**src/rtl/eos_ram.sv**
```systemverilog
// ----------------------------------------------------------------------------
// eos_ram
// Generic single write port RAM with one registered read port.
// ----------------------------------------------------------------------------
module eos_ram #(
	parameter int WIDTH = 8,
	parameter int DEPTH = 16
) (
	input  logic                                   clk,
	input  logic                                   we,
	input  logic [(DEPTH > 1 ? $clog2(DEPTH) : 1)-1:0] waddr,
	input  logic [WIDTH-1:0]                       wdata,
	input  logic [(DEPTH > 1 ? $clog2(DEPTH) : 1)-1:0] raddr,
	output logic [WIDTH-1:0]                       rdata
);

	logic [WIDTH-1:0] mem_q [DEPTH];

	always_ff @(posedge clk) begin
		if (we) begin
			mem_q[waddr] <= wdata;
		end
		rdata <= mem_q[raddr];
	end

endmodule

```
**config.mk**
```make
export PLATFORM = sky130hd
export DESIGN_NAME = eos_ram
export DESIGN_NICKNAME = d
export VERILOG_FILES = /design/src/rtl/eos_ram.sv
export SDC_FILE = /design/constraint.sdc
export NUM_CORES = 1
export LEC_CHECK = 0
export BUFFER_PORTS_ARGS = -buffer_cell sky130_fd_sc_hd__buf_2
export CAP_MARGIN = 20
export CORE_UTILIZATION = 60
export CTS_CLUSTER_DIAMETER = 100
export CTS_CLUSTER_SIZE = 30
export DETAILED_ROUTE_END_ITERATION = 8
export PLACE_DENSITY = 0.87
export SLEW_MARGIN = 5
export SYNTH_ARGS = -nofsm -noshare
export SYNTH_HDL_FRONTEND = slang
export SYNTH_SLANG_ARGS = --single-unit
```
**constraint.sdc**
```tcl
create_clock -name clk -period 2.4 [get_ports clk]
set_clock_uncertainty 0.1 [all_clocks]
set_input_delay 0 -clock clk [delete_from_list [all_inputs] [get_ports clk]]
set_output_delay 0 -clock clk [all_outputs]
set_load 0.01 [all_outputs]
```
## Word level (Yosys, flattened, before mapping)

Memories as Yosys holds them, arrays and structs flattened. A register that Yosys moved wholly into a read port is not among the register bits.
Index checks and enable logic that the tools add are counted.

- $add $sub $neg: 0
- Multipliers: 0
- Divide/modulo/power cells: 0
- Order comparisons: 0
- Eq/ne operators: 0
- Shift-type cells: 0
- Mux-type cells: 2
- Bitwise logic cells: 0
- Reductions and logical operators: 0

Operator list:

| cell | count |
|---|---|
| two-way mux 1 bit | 2 |

- Register bits after elaboration: 0
- Latch bits: 0
- Memory bits (writable): 128
- ROM bits: 0
- Input bits: 18
- Output and inout bits: 8
- Memories: 1

Memories:

| memory | words | width | rd ports | clocked after Yosys merged registers in | write ports | RTL line | text |
|---|---|---|---|---|---|---|---|
| mem_q | 16 | 8 | 1 | 1 | 1 | 17 | `logic [WIDTH-1:0] mem_q [DEPTH];` |

## Logic depth before layout (Yosys ltp)

- Depth after elaboration: 2
- Gate-level depth with buffers: 5
- Mapped depth without buffers: 3

## Worst setup path before layout

Ideal clock, no wire load.

- Path type: input -> register
- Start point: input waddr[2] (netlist name)
- End point: memory mem_q[0][0], enable pin
- Library setup time: 383 ps
- Arrival time: 1110 ps
- Data required time: 1917 ps
- Setup slack: 807 ps
- Stages: 2
- Cell sequence: or3b_2 nor3_1

RTL lines:

| element | RTL line | text |
|---|---|---|
| from (decl) | 11 | `input logic [(DEPTH > 1 ? $clog2(DEPTH) : 1)-1:0] waddr,` |
| to (decl) | 17 |  |

No word-level cell before the write port.

## Final worst setup path

- Start point: input waddr[2] (netlist name)
- End point: memory mem_q[3][0], enable pin

No word-level cell before the write port.

==> results.toml <==
[detailed_routing]
ant_nets = 0
vias = 2618
drt-vias-per-instance = 6.34
drtIter0Drc = 214
drt-wirelength-per-cell_microns = 24.8
drc_errors = 0
drt-pass1-iter-count = 5
routed_wl_microns = 10200

[floorplanning]
die_y_microns = 94.6
dieArea_sq_um = 8950
num_rows = 33
io_pins = 26
start_util_pct = 62.3
coreArea_sq_um = 8260
die_w_microns = 94.6

[synthesis]
synthCells = 229
synth.most_common_cell = "edfxtp_1"
synth_ff_type = "edfxtp_1"
synth_top_cell_by_area = "edfxtp_1"
yosys_warnings = 0
synth_top_area_share_pct = 74.7
ys_async_sr_fraction_pct = 0
ys_top_cells_by_area = "edfxtp_1 (75%), mux4_2 (7.9%), mux4_1 (7.1%)"
synth_cell_types = 19
yosysSeqAreaShare_pct = 77.8
syn-num-nets = 247
synth-edff-count = 128
synth_area_sq_um = 5150
ys_ff_latch = 136
synth_commonest_cells = "edfxtp_1 (128), mux4_2 (18), a22oi_1 (16), mux4_1 (14), nor2_1 (13)"
syn_area_per_cell_sq_um = 22.5

[pwr]
pwr-share-seq_pct = 46.3
power.switching_mw = 1.09
internal_power_mw = 4.69
powerDensity_nw_per_um2 = 921
ir_worst_vdd_uv = 684
clock_power_share_pct = 49.1
leakage_nw = 2.17
fin_total_pwr_mw = 5.78
swShare_pct = 18.8
p_comb_share_pct = 4.6

[global_route]
first_global_vias = 2640
grt_first_pass_wirelength_microns = 15200
antenna_found_initial = 0
overflow = 0
grt_max_degree = 33
track_usage_pct = 25.7

[setup_path]
critPathTopFamily = "buffers and inverters"
cp_common_cell = "dlygate4sd3_1"
critPathBufInv = 3
slowest_stage = "dlygate4sd3_1"
endpoint_kind = "register"
arrival_ps = 2300
crit_chain = "dlygate4sd3_1, buf_2, or3b_2, dlygate4sd3_1, nor2_1"
crit_fanout = 8
path_class = "in -> reg"
rr_startpoint = "mem_q[1][6]"
r2r-end = "rdata[6]"
reg2reg_depth = 3
crit_required_ps = 2450
start_kind = "input pin"
ff2ff_setup_slack_ps = 870
cp_slowest_stage_delay_ps = 590

[min_path]
hold_end = "rdata[7]"
min_from = "raddr[1]"
worstHoldPathCells = 4
hp-class = "in -> reg"

[timing]
worstMarginPinSlew_ps = 818
finalHoldViolCount = 0
fmax_ghz = 0.443
fin_crit_sh_pct = 94.0
period_needed_ps = 2250
setup_violations = 0
relSlewSlack_pct = 45.3
tns_ps = 0
fin_hold_ws_ps = 84.9
worst_slack_ps = 145
rsz0062_at_grt = "no"
finalMaxSlewViolations = 0

[clock_network]
cts_root_buf = "clkbuf_8"
cts_tree = "built"
cts_max_path_buffers = 2
insertion_delay_ps = 510
postCtsResizedCells = 0
cts.clk_slew.worst_paths_ps = 60
cts_sinks = 136
ctsHtreeMaxLevel = 4
cts_buffers = 17
post_cts_buffers = 0

[finish]
syn_to_final_growth_pct = 21.9
fin_area_sq_um = 6280
nets = 314
diodes = 0
drive_gt1_share_pct = 28.6

[flow_run]
maxCapViolCount = 0

[placed_design]
placed_area_sq_um = 5440
pre_cts_slack_ps = 721
port_buffers = 25
gp_congestion = 0.781
hpwl_microns = 5860

[outcome]
outcome = "finished, final reports clean"
-- worst min-delay path: stages --
cell and delay (ps):
buf_2 260, mux4_2 280, a22oi_1 60, nand2_1 60
-- kinds of logic (layout without fill, tap and decap cells) --
logic type | Yosys count | in the layout | share of synthesized area [%]
flip-flops | 136 | 136 | 77.8
AND/OR/NAND/NOR | 35 | 35 | 3.18
multiplexers | 32 | 32 | 15.0
AO/OA/AOI/OAI | 16 | 16 | 2.33
buffers and inverters | 10 | 89 | 1.68
-- through the flow --
stage          util, %  instances
3_5_place_dp      65.8        363
5_1_grt           76.0        413
6_report          76.0        413
4_1_cts           76.0        413
2_1_floorplan        -        229
3_3_place_gp      65.8        363
-- metal layers --
metal | track usage, % | share of wire [%]
met5 | 0 | 0
met4 | 13.5 | 2.4
met3 | 6.52 | 8.5
met1 | 33.0 | 37
met2 | 40.8 | 52
-- how the worst max path moves through the flow --
stage | startpoint | to | slack [ps] | cells past startpoint
2_1_floorplan | waddr[2] | mem_q[0][0] | 810 | 2
3_3_place_gp | raddr[1] | rdata[1] | 750 | 5
3_5_place_dp | waddr[2] | mem_q[1][2] | 720 | 3
4_1_cts | waddr[2] | mem_q[3][0] | 190 | 5
5_1_grt | waddr[2] | mem_q[3][0] | 90 | 5
6_report | waddr[2] | mem_q[3][0] | 150 | 5
-- power by group through the flow --
stage	logic [mW]	clock network, mW	registers [mW]
after detailed placement	0.241	0	2.72
after global routing	0.287	2.96	2.68
after floorplan	0.135	0	2.72
after CTS	0.267	2.87	2.68
after global placement	0.234	0	2.72
final	0.269	2.84	2.67
-- layout by cell type (no fill, tap or decap) --
| master | n |
|---|---|
| edfxtp_1 | 128 |
| buf_2 | 25 |
| dlygate4sd3_1 | 19 |
| mux4_2 | 18 |
| a22oi_1 | 16 |
| clkbuf_16 | 16 |
| mux4_1 | 14 |
| nor2_1 | 13 |
| buf_4 | 13 |
| nand2_1 | 9 |
| dfxtp_1 | 8 |
| bufinv_16 | 6 |
| nor3_1 | 4 |
| clkinv_2 | 3 |
| nand3b_1 | 2 |
| nand2b_1 | 2 |
| clkbuf_8 | 2 |
| inv_6 | 2 |
| nor2b_1 | 1 |
| and2_1 | 1 |
| and2b_1 | 1 |
| nand3_1 | 1 |
| or3b_2 | 1 |
| clkinv_1 | 1 |
| clkinvlp_4 | 1 |
| buf_12 | 1 |
-- sequential cells by signal, indices dropped and copies added, names as in the netlist --
name   flops
mem_q    128
rdata      8
-- what timing repair did --
| item | CTS | global route |
|---|---|---|
| endpoints found under the hold margin | 180 | 0 |
| hold buffers | 19 | 0 |
| setup endpoints to repair | 0 | 0 |
-- area by class of cell --
class,count,area [sq um]
sequential,136,4000
fill,418,1980
multi-input combinational,83,1060
timing repair buffer,58,433
clock buffer,18,428
clock inverter,13,224
tap,105,131
(Power assumes the default switching activity.)
